File: src/rtl/rtca_pkg.sv
// rtca_pkg: shared constants, types and helpers for the tiered context arbiter
// no dependencies; imported by every module of the block
package rtca_pkg;

    localparam int NUM_CONTEXTS   = 64;
    localparam int NUM_SOURCES    = 16;
    localparam int NUM_TIERS      = 3;
    localparam int MAX_CANDIDATES = 64;
    localparam int REF_WIDTH      = 8;
    localparam int HOLD_WIDTH     = 5;
    localparam int STAMP_WIDTH    = 48;
    localparam int CTX_WIDTH      = 6;
    localparam int SRC_WIDTH      = 4;
    localparam int TIER_WIDTH     = 2;
    localparam int PRIO_WIDTH     = 16;
    localparam int POS_WIDTH      = 6;
    localparam int REF_DEPTH      = NUM_CONTEXTS * NUM_SOURCES * NUM_TIERS;
    localparam int REF_AW         = $clog2(REF_DEPTH);
    localparam int IN_WIDTH       = 32;
    localparam int OUT_WIDTH      = 72;

    localparam logic [REF_WIDTH-1:0]  REF_MAX  = '1;
    localparam logic [HOLD_WIDTH-1:0] HOLD_MAX = '1;
    localparam logic [REF_AW-1:0]     REF_LAST = REF_AW'(REF_DEPTH - 1);

    // operation codes
    localparam logic [2:0] OP_PUSH    = 3'd0;
    localparam logic [2:0] OP_POP     = 3'd1;
    localparam logic [2:0] OP_RELEASE = 3'd2;
    localparam logic [2:0] OP_CAND    = 3'd3;
    localparam logic [2:0] OP_QUERY   = 3'd4;

    typedef enum logic [5:0] {
        ST_CLEAR   = 6'b000001,
        ST_IDLE    = 6'b000010,
        ST_EXEC    = 6'b000100,
        ST_REL_RD  = 6'b001000,
        ST_REL_CHK = 6'b010000,
        ST_OUT     = 6'b100000
    } state_t;

    // one context row: activation stamp and holder count per tier
    typedef struct packed {
        logic [STAMP_WIDTH-1:0]                stamp;
        logic [NUM_TIERS-1:0][HOLD_WIDTH-1:0]  hold;
    } ctx_row_t;

    typedef struct packed {
        logic                    changed;
        logic                    mismatch;
        logic                    ref_saturated;
        logic [7:0]              released_pairs;
        logic                    is_active;
        logic [TIER_WIDTH-1:0]   top_tier;
        logic [STAMP_WIDTH-1:0]  stamp_out;
        logic                    winner_found;
        logic [POS_WIDTH-1:0]    winner_index;
    } result_t;

    // candidate request to the run tracker
    typedef struct packed {
        logic                          go;
        logic                          last;
        logic                          active;
        logic [TIER_WIDTH-1:0]         tier;
        logic signed [PRIO_WIDTH-1:0]  prio;
        logic [STAMP_WIDTH-1:0]        stamp;
    } cand_req_t;

    typedef struct packed {
        logic                  found;
        logic [POS_WIDTH-1:0]  index;
    } cand_rsp_t;

    function automatic logic row_active(input ctx_row_t row);
        logic a;
        a = 1'b0;
        for (int t = 0; t < NUM_TIERS; t++) begin
            a = a | (row.hold[t] != '0);
        end
        return a;
    endfunction

    function automatic logic [TIER_WIDTH-1:0] row_top(input ctx_row_t row);
        logic [TIER_WIDTH-1:0] tt;
        tt = '0;
        for (int t = 0; t < NUM_TIERS; t++) begin
            if (row.hold[t] != '0) begin
                tt = TIER_WIDTH'(t);
            end
        end
        return tt;
    endfunction

    function automatic logic [REF_AW-1:0] ref_addr(input logic [CTX_WIDTH-1:0] c,
                                                   input logic [SRC_WIDTH-1:0] s,
                                                   input logic [TIER_WIDTH-1:0] t);
        return REF_AW'(c) * REF_AW'(NUM_SOURCES * NUM_TIERS)
             + REF_AW'(s) * REF_AW'(NUM_TIERS) + REF_AW'(t);
    endfunction

    function automatic logic [OUT_WIDTH-1:0] pack_result(input result_t r);
        return OUT_WIDTH'({r.winner_index, r.winner_found, r.stamp_out, r.top_tier,
                           r.is_active, r.released_pairs, r.ref_saturated,
                           r.mismatch, r.changed});
    endfunction

endpackage

File: src/rtl/rtca_run.sv
// rtca_run: candidate run tracker, keeps the best active candidate of a run
// depends on rtca_pkg
module rtca_run (
    input  logic                aclk,
    input  logic                aresetn,
    input  rtca_pkg::cand_req_t req,
    output rtca_pkg::cand_rsp_t rsp
);
    import rtca_pkg::*;

    logic [POS_WIDTH:0]            run_pos_reg;
    logic                          have_reg, have_next;
    logic [TIER_WIDTH-1:0]         tier_reg, tier_next;
    logic signed [PRIO_WIDTH-1:0]  prio_reg, prio_next;
    logic [STAMP_WIDTH-1:0]        stamp_reg, stamp_next;
    logic [POS_WIDTH-1:0]          pos_reg, pos_next;
    logic                          in_run, take;

    // compare against the current best
    always_comb begin
        in_run = run_pos_reg < (POS_WIDTH+1)'(MAX_CANDIDATES);
        take   = in_run && req.active &&
                 (!have_reg || req.tier > tier_reg ||
                  (req.tier == tier_reg && req.prio > prio_reg) ||
                  (req.tier == tier_reg && req.prio == prio_reg && req.stamp > stamp_reg));
        have_next  = have_reg | take;
        tier_next  = take ? req.tier  : tier_reg;
        prio_next  = take ? req.prio  : prio_reg;
        stamp_next = take ? req.stamp : stamp_reg;
        pos_next   = take ? run_pos_reg[POS_WIDTH-1:0] : pos_reg;
        rsp.found  = have_next;
        rsp.index  = have_next ? pos_next : '0;
    end

    // run state, cleared by the last candidate
    always_ff @(posedge aclk) begin
        if (!aresetn) begin
            run_pos_reg <= '0;
            have_reg    <= 1'b0;
            tier_reg    <= '0;
            prio_reg    <= '0;
            stamp_reg   <= '0;
            pos_reg     <= '0;
        end else if (req.go) begin
            if (req.last) begin
                run_pos_reg <= '0;
                have_reg    <= 1'b0;
                tier_reg    <= '0;
                prio_reg    <= '0;
                stamp_reg   <= '0;
                pos_reg     <= '0;
            end else begin
                if (in_run) begin
                    run_pos_reg <= run_pos_reg + 1'b1;
                end
                have_reg  <= have_next;
                tier_reg  <= tier_next;
                prio_reg  <= prio_next;
                stamp_reg <= stamp_next;
                pos_reg   <= pos_next;
            end
        end
    end

endmodule

File: config.mk
export PLATFORM = sky130hd
export DESIGN_NAME = rtca_run
export DESIGN_NICKNAME = d
export VERILOG_FILES = /design/src/rtl/rtca_pkg.sv /design/src/rtl/rtca_run.sv
export SDC_FILE = /design/constraint.sdc
export NUM_CORES = 1
export LEC_CHECK = 0
export BUFFER_PORTS_ARGS = -buffer_cell sky130_fd_sc_hd__buf_2
export CAP_MARGIN = 20
export CORE_MARGIN = 3
export CORE_UTILIZATION = 50
export DETAILED_ROUTE_END_ITERATION = 8
export PLACE_DENSITY = 0.76
export SLEW_MARGIN = 20
export SYNTH_ARGS = -nofsm -noshare
export SYNTH_HDL_FRONTEND = slang
export SYNTH_SLANG_ARGS = --single-unit
File: constraint.sdc
create_clock -name aclk -period 3.3 [get_ports aclk]
set_input_delay 0.165 -clock aclk [delete_from_list [all_inputs] [get_ports aclk]]
set_output_delay 0.165 -clock aclk [all_outputs]
set_load 0.02 [all_outputs]
### After elaboration in Yosys (flattened, before gate mapping)

Index checks and enable logic that the tools add are counted.

* bitwise operators: 1
* multiplexer cells: 12
* order comparisons: 4
* reductions and logical operators: 13
* add/sub/neg operators: 1
* eq/ne operators: 2

Operators with widths (number)
* two-way mux 48 bit: 2
* greater-than comparator 48 bit: 1
* two-way mux 16 bit: 2
* two-way mux 6 bit: 3
* equality test 16 bit: 1
* greater-than comparator 16 bit: 1
* two-way mux 7 bit: 2
* adder 7 x 1 -> 7 bit (second input constant): 1
* < comparator 7 bit (second input constant): 1
* logical AND 1 bit: 5
* two-way mux 2 bit: 2
* AND reduction 2 bit: 2
* nonzero test 2 bit: 2
* logical OR 1 bit: 3
* equality test 2 bit: 1
* greater-than comparator 2 bit: 1
* zero test 1 bit: 1
* two-way mux 1 bit: 1
* OR 1 bit: 1

* bits of input ports: 71
* output and inout bits: 7
* logic and storage cells: 39
* flip-flop bits (word level): 80

### Logic depth before layout (Yosys ltp)

* depth in word-level cells: 7
* mapped depth: 12
* depth with buffers taken out: 10

### Worst setup path after synthesis

No wires, ideal clock.

* path kind: register to register
* start point: register prio_reg[15]
* end point: register pos_reg[2]
* data required time: 3241 ps
* path buffers: 2
* data arrival time: 2677 ps
* setup time: 59 ps
* stages on the path, launching flop included: 13
* period minus slack after synthesis: 2736 ps
* setup slack: 564 ps
* cells stage by stage: dfxtp_1 inv_1 ha_1 nand4_4 nor4_4 nand3_1 a31oi_1 o211ai_1 and3_1 buf_6 nor4_4 buf_6 a22o_1

* cells in the longest elaborated chain, start to end: 7
* elaborated cells between the ends (all ways): 10
* classes of those cells: order compare (1); eq/ne (1); mux (2); reduce/logical (6)

Ends and longest elaborated chain
* from (decl): line rtca_run.sv:14 `logic signed [PRIO_WIDTH-1:0] prio_reg, prio_next;`
* from (signal assigned): line rtca_run.sv:58 `prio_reg <= prio_next;`
* greater-than comparator 16 bit / equality test 16 bit (equally long branches): line rtca_run.sv:24, rtca_run.sv:25
* logical AND 1 bit, on equally long branches: line rtca_run.sv:24, rtca_run.sv:25
* logical OR 1 bit / logical AND 1 bit (equally long branches): line rtca_run.sv:23, rtca_run.sv:25
* logical OR 1 bit (*): line rtca_run.sv:24 `(req.tier == tier_reg && req.prio > prio_reg) ||`
* logical AND 1 bit (*): line rtca_run.sv:22 `take = in_run && req.active &&`
* two-way mux 6 bit (*): line rtca_run.sv:30 `pos_next = take ? run_pos_reg[POS_WIDTH-1:0] : pos_reg;`
* two-way mux 6 bit (*): line rtca_run.sv:45 `if (req.last) begin`
* to (signal assigned): line rtca_run.sv:60 `pos_reg <= pos_next;`
* to (decl): line rtca_run.sv:16 `logic [POS_WIDTH-1:0] pos_reg, pos_next;`

Mark *: on every way between the ends. The rest lies on a longest branch, timed or not.
A chain may end at the register's enable or synchronous reset.

==> impl_table.tex <==
\begin{tabular}{lr}
\hline
Metric & Value \\
\hline
\multicolumn{2}{l}{\textbf{Yosys}} \\
\quad Ys flop type & sky130\_fd\_sc\_hd\_\_dfxtp\_1 \\
\quad Cell variety after synth & 42 \\
\quad Sequential-to-total area share from yosys stat & 35.39\% \\
\quad Post-synthesis share of cell area spent on xor and xnor gates & less than 1\% \\
\quad Yosys top cell by area & sky130\_fd\_sc\_hd\_\_dfxtp\_1 \\
\quad YS warnings & 0 \\
\quad Combinational family with the most area after synthesis & compound AO/OA/AOI/OAI gates \\
\quad Top area cells in the synthesized netlist & sky130\_fd\_sc\_hd\_\_dfxtp\_1 (35\%), sky130\_fd\_sc\_hd\_\_ha\_1 (19\%), sky130\_fd\_sc\_hd\_\_a22o\_1 (14\%) \\
\quad Post-Syn Nets & between 600 and 700 \\
\quad Adder-Cell Fraction of Synth Area & between 10\% and 20\% \\
\quad Yosys reg bits & 80 \\
\quad Share of cell area taken by muxes after synthesis & 0\% \\
\quad Area share of the largest cell type after synthesis & a little over a third \\
\quad Post-synth EDFFs & 0 \\
\quad Mean area per synthesized cell & approximately 9.5 µm² \\
\quad Simple-gate share of the synthesized area & about an eighth \\
\quad Post-synthesis async set-or-reset flop share & 0\% \\
\quad Complex-gate fraction of the synthesized area & between 20\% and 30\% \\
\quad Cells after Synth & $\sim$470 \\
\quad Synth Cell Area & roughly 4500 µm² \\
\multicolumn{2}{l}{\textbf{Final layout}} \\
\quad Most used cells in the layout excluding fill and tap cells & sky130\_fd\_sc\_hd\_\_dfxtp\_1 (80), sky130\_fd\_sc\_hd\_\_buf\_2 (77), sky130\_fd\_sc\_hd\_\_inv\_1 (70), sky130\_fd\_sc\_hd\_\_a22o\_1 (70), sky130\_fd\_sc\_hd\_\_ha\_1 (67) \\
\quad Nets@finish & between 600 and 700 \\
\quad Post-route cell area & 5086 µm² \\
\quad Most common library cell in the layout ignoring fill and taps & sky130\_fd\_sc\_hd\_\_dfxtp\_1 \\
\quad Number of filler instances in the final layout & 756 \\
\quad \# diodes & 0 \\
\quad Ratio of cells with drive above 1 in the final layout & between 15 and 20\% \\
\quad Number of flip-flops under the largest register name & 48 \\
\quad P\&R area growth vs syn & 12.39\% \\
\quad Core utilization of the finished layout & about three fifths \\
\multicolumn{2}{l}{\textbf{Global route}} \\
\quad Sum of overflow across all layers after global routing & 0 \\
\quad Number of global-route vias before repair & between 3000 and 4000 \\
\quad Met3 Resource Use GR & 4.959\% \\
\quad Overall global routing resource usage & 19.87\% \\
\quad Global-route wire length before repair & about 17000 µm \\
\quad Initial antenna violation count & 0 \\
\quad Layer with the highest usage after global routing & met2 \\
\quad Largest net degree at the start of global routing & 73 \\
\quad Met1 track demand over resource in global routing & $\sim$27\% \\
\quad Met2 Resource Use GR & 31.54\% \\
\multicolumn{2}{l}{\textbf{Clock tree}} \\
\quad H-tree levels & 3 \\
\quad TritonCTS clock tree & done \\
\quad Clk sink count & 80 \\
\quad CTS Hold Buffers Added & 0 \\
\quad Clk slew on worst S/H paths & $\sim$0.09 ns \\
\quad Clock Tree Buf Depth & 2 \\
\quad Master cell of the clock root buffer & sky130\_fd\_sc\_hd\_\_clkbuf\_8 \\
\quad Inserted Clock Buffers & 9 \\
\quad Clock insertion delay at the later pin of the skew report & 0.35 ns \\
\multicolumn{2}{l}{\textbf{Route}} \\
\quad Detailed-routing iteration count for the pre-antenna-repair pass & 4 \\
\quad DR vias/cell & approximately 5.6 \\
\quad Average detailed-routed wire length per instance & approximately 14 µm \\
\quad Violation count after the first detailed-routing iteration & between 100 and 150 \\
\quad Via count & $\sim$3700 \\
\quad Number of remaining DRC errors & 0 \\
\quad Count of nets left with antenna violations after detail routing & 0 \\
\quad Total length of routed wires & 9552 µm \\
\multicolumn{2}{l}{\textbf{Placement}} \\
\quad DP Wirelength & between 7000 and 8000 µm \\
\quad Port Buffer Count & 77 \\
\quad Setup Slack @ Placement & $\sim$0.38 ns \\
\quad Gpl congestion & about 0.85 \\
\quad Area after DPL & 4897 µm² \\
\multicolumn{2}{l}{\textbf{Timing}} \\
\quad Number of setup violations in the final report & 0 \\
\quad Fraction of the cycle the final worst path needs & 92.47\% \\
\quad Total negative slack & 0 ns \\
\quad Count of pins over their slew limit & 0 \\
\quad Setup repair after global routing missed its margin & false \\
\quad Peak Freq & between 300 and 400 MHz \\
\quad Final setup margin & 0.2484 ns \\
\quad Max-slew headroom & between 60\% and 70\% \\
\quad Fin. Hold Viols & 0 \\
\quad Setup clock skew after layout & roughly 0.013 ns \\
\quad Min Clock Period, post-route & 3.052 ns \\
\quad Transition time of the tightest slew-check pin & 0.5057 ns \\
\multicolumn{2}{l}{\textbf{Floorplan}} \\
\quad Row Count & 34 \\
\quad Area of the placeable core & 8763 µm² \\
\quad Horizontal die dimension & between 100 and 150 µm \\
\quad Vert. Die Dim & $\sim$100 µm \\
\quad Number of placed I/O pins & 78 \\
\quad Initial core utilization & around 52\% \\
\quad Total Die Area & 10230 µm² \\
\multicolumn{2}{l}{\textbf{Job}} \\
\quad Reported max-cap violation count & 0 \\
\multicolumn{2}{l}{\textbf{Setup path}} \\
\quad CP endpoint kind & primary output \\
\quad Worst Reg-to-Reg Cells & 11 \\
\quad Worst EP required & between 3 and 4 ns \\
\quad Worst Path Arrival & roughly 2.9 ns \\
\quad Critical setup path kind & reg2out \\
\quad Type of origin of the critical path & flip-flop \\
\quad Crit path max fanout & 7 \\
\multicolumn{2}{l}{\textbf{Hold path}} \\
\quad Type of the tightest min-delay check & in2reg \\
\quad Hold Path Depth & 2 \\
\multicolumn{2}{l}{\textbf{Power}} \\
\quad Proportion of power drawn by combinational gates & $\sim$15\% \\
\quad Clock network fraction of total power & 33.1\% \\
\quad Largest voltage drop on the vdd net & about 180 µV \\
\quad LEAKAGE & approximately 2.1 nW \\
\quad Power density cells & 382.3 nW/µm² \\
\quad Cell internal power dissipation & 1.411 mW \\
\quad Relative contribution of sequential cells to total power & approximately half \\
\quad Sw frac & 27.43\% \\
\quad Switching power total & 533.4 µW \\
\multicolumn{2}{l}{\textbf{Run status}} \\
\quad Status & complete, no violations \\
\hline
\end{tabular}
==> synth_stat cells (2+ instances only) <==
library cell / number
sky130_fd_sc_hd__nor2_1: 18
sky130_fd_sc_hd__nor4_4: 3
sky130_fd_sc_hd__a22o_2: 2
sky130_fd_sc_hd__nand2_1: 21
sky130_fd_sc_hd__xor2_1: 3
sky130_fd_sc_hd__nand4_1: 15
sky130_fd_sc_hd__a22o_1: 70
sky130_fd_sc_hd__o211ai_1: 4
sky130_fd_sc_hd__nor4_1: 2
sky130_fd_sc_hd__a21boi_0: 2
sky130_fd_sc_hd__o21ai_0: 15
sky130_fd_sc_hd__and3_1: 2
sky130_fd_sc_hd__or3_1: 2
sky130_fd_sc_hd__nor3_1: 3
sky130_fd_sc_hd__a211oi_1: 3
sky130_fd_sc_hd__clkbuf_8: 5
sky130_fd_sc_hd__nand3_1: 14
sky130_fd_sc_hd__a21oi_1: 33
sky130_fd_sc_hd__a221oi_1: 2
sky130_fd_sc_hd__a31oi_1: 2
sky130_fd_sc_hd__ha_1: 67
sky130_fd_sc_hd__dfxtp_1: 80
sky130_fd_sc_hd__buf_6: 11
sky130_fd_sc_hd__o21a_1: 2
sky130_fd_sc_hd__nor2b_1: 7
sky130_fd_sc_hd__inv_1: 70
==> power by group through the flow <==
stage | clock (mW) | sequential, mW | combinational, mW
3_3_place_gp | 0 | 1.03 | 0.282
2_1_floorplan | 0 | 1.02 | 0.199
6_report | 0.644 | 1.00 | 0.295
4_1_cts | 0.667 | 1.00 | 0.295
3_5_place_dp | 0 | 1.03 | 0.293
5_1_grt | 0.704 | 1.01 | 0.340
==> critical path, stage by stage, from the launching register on <==
cell and delay, ns:
sky130_fd_sc_hd__dfxtp_1 0.34, sky130_fd_sc_hd__inv_1 0.05, sky130_fd_sc_hd__ha_1 0.30, sky130_fd_sc_hd__a21oi_1 0.15, sky130_fd_sc_hd__o21ai_0 0.12, sky130_fd_sc_hd__o2bb2ai_1 0.17
sky130_fd_sc_hd__o311a_2 0.42, sky130_fd_sc_hd__nor3_2 0.21, sky130_fd_sc_hd__and3_4 0.26, sky130_fd_sc_hd__o21ai_0 0.09, sky130_fd_sc_hd__a21oi_1 0.23, sky130_fd_sc_hd__buf_2 0.21
==> metal layers <==
layer / up-vias / share of wire [%]
met3: 11 / 5.5
met1: 1709 / 48
li1: 1871 / -
met5: - / 0
met4: 0 / 1.3
met2: 75 / 45
==> path summary, 6_finish.rpt <==
path / slack, ns / from / to
min reg2reg: 0.48 / stamp_reg[24]$_SDFFE_PN0P_ / stamp_reg[24]$_SDFFE_PN0P_
min: 0.04 / req[18] / stamp_reg[18]$_SDFFE_PN0P_
max: 0.25 / prio_reg[7]$_SDFFE_PN0P_ / rsp[0]
max reg2reg: 0.43 / prio_reg[15]$_SDFFE_PN0P_ / stamp_reg[46]$_SDFFE_PN0P_
==> area by class of cell <==
type / count / area, µm² / area share [%]
Multi-Input combinational cell: 306 / 2480 / 48.76
Inverter: 70 / 262.8 / 5.166
Clock buffer: 11 / 141.4 / 2.780
Sequential cell: 80 / 1602 / 31.49
Tap cell: 108 / 135.1 / 2.657
Timing Repair Buffer: 80 / 432.9 / 8.512
Clock inverter: 5 / 32.53 / 0.6396
==> kinds of logic (layout without fill, tap and decap cells) <==
logic type | Yosys count | in the layout
and+or+nand+nor | 93 | 93
DFF | 80 | 80
adders and majority gates | 67 | 67
AOI/OAI and AO/OA | 142 | 142
buffers and inverters | 88 | 166
xor gates and xnor gates | 4 | 4
==> repair_timing <==
action	4_1_cts	5_1_grt
setup endpoints to repair	0	6
resized for setup	0	4
buffers inserted	0	0
==> per-stage QoR <==
stage	instances	hold slack, ns	power [mW]
finish	660	0.03878	1.945
global placement	644	0.3925	1.308
detailed placement	644	0.3969	1.320
CTS	660	0.02834	1.967
global route	660	0.03760	2.053
floorplan	474	0.2825	1.222
(Power assumes the default switching activity.)
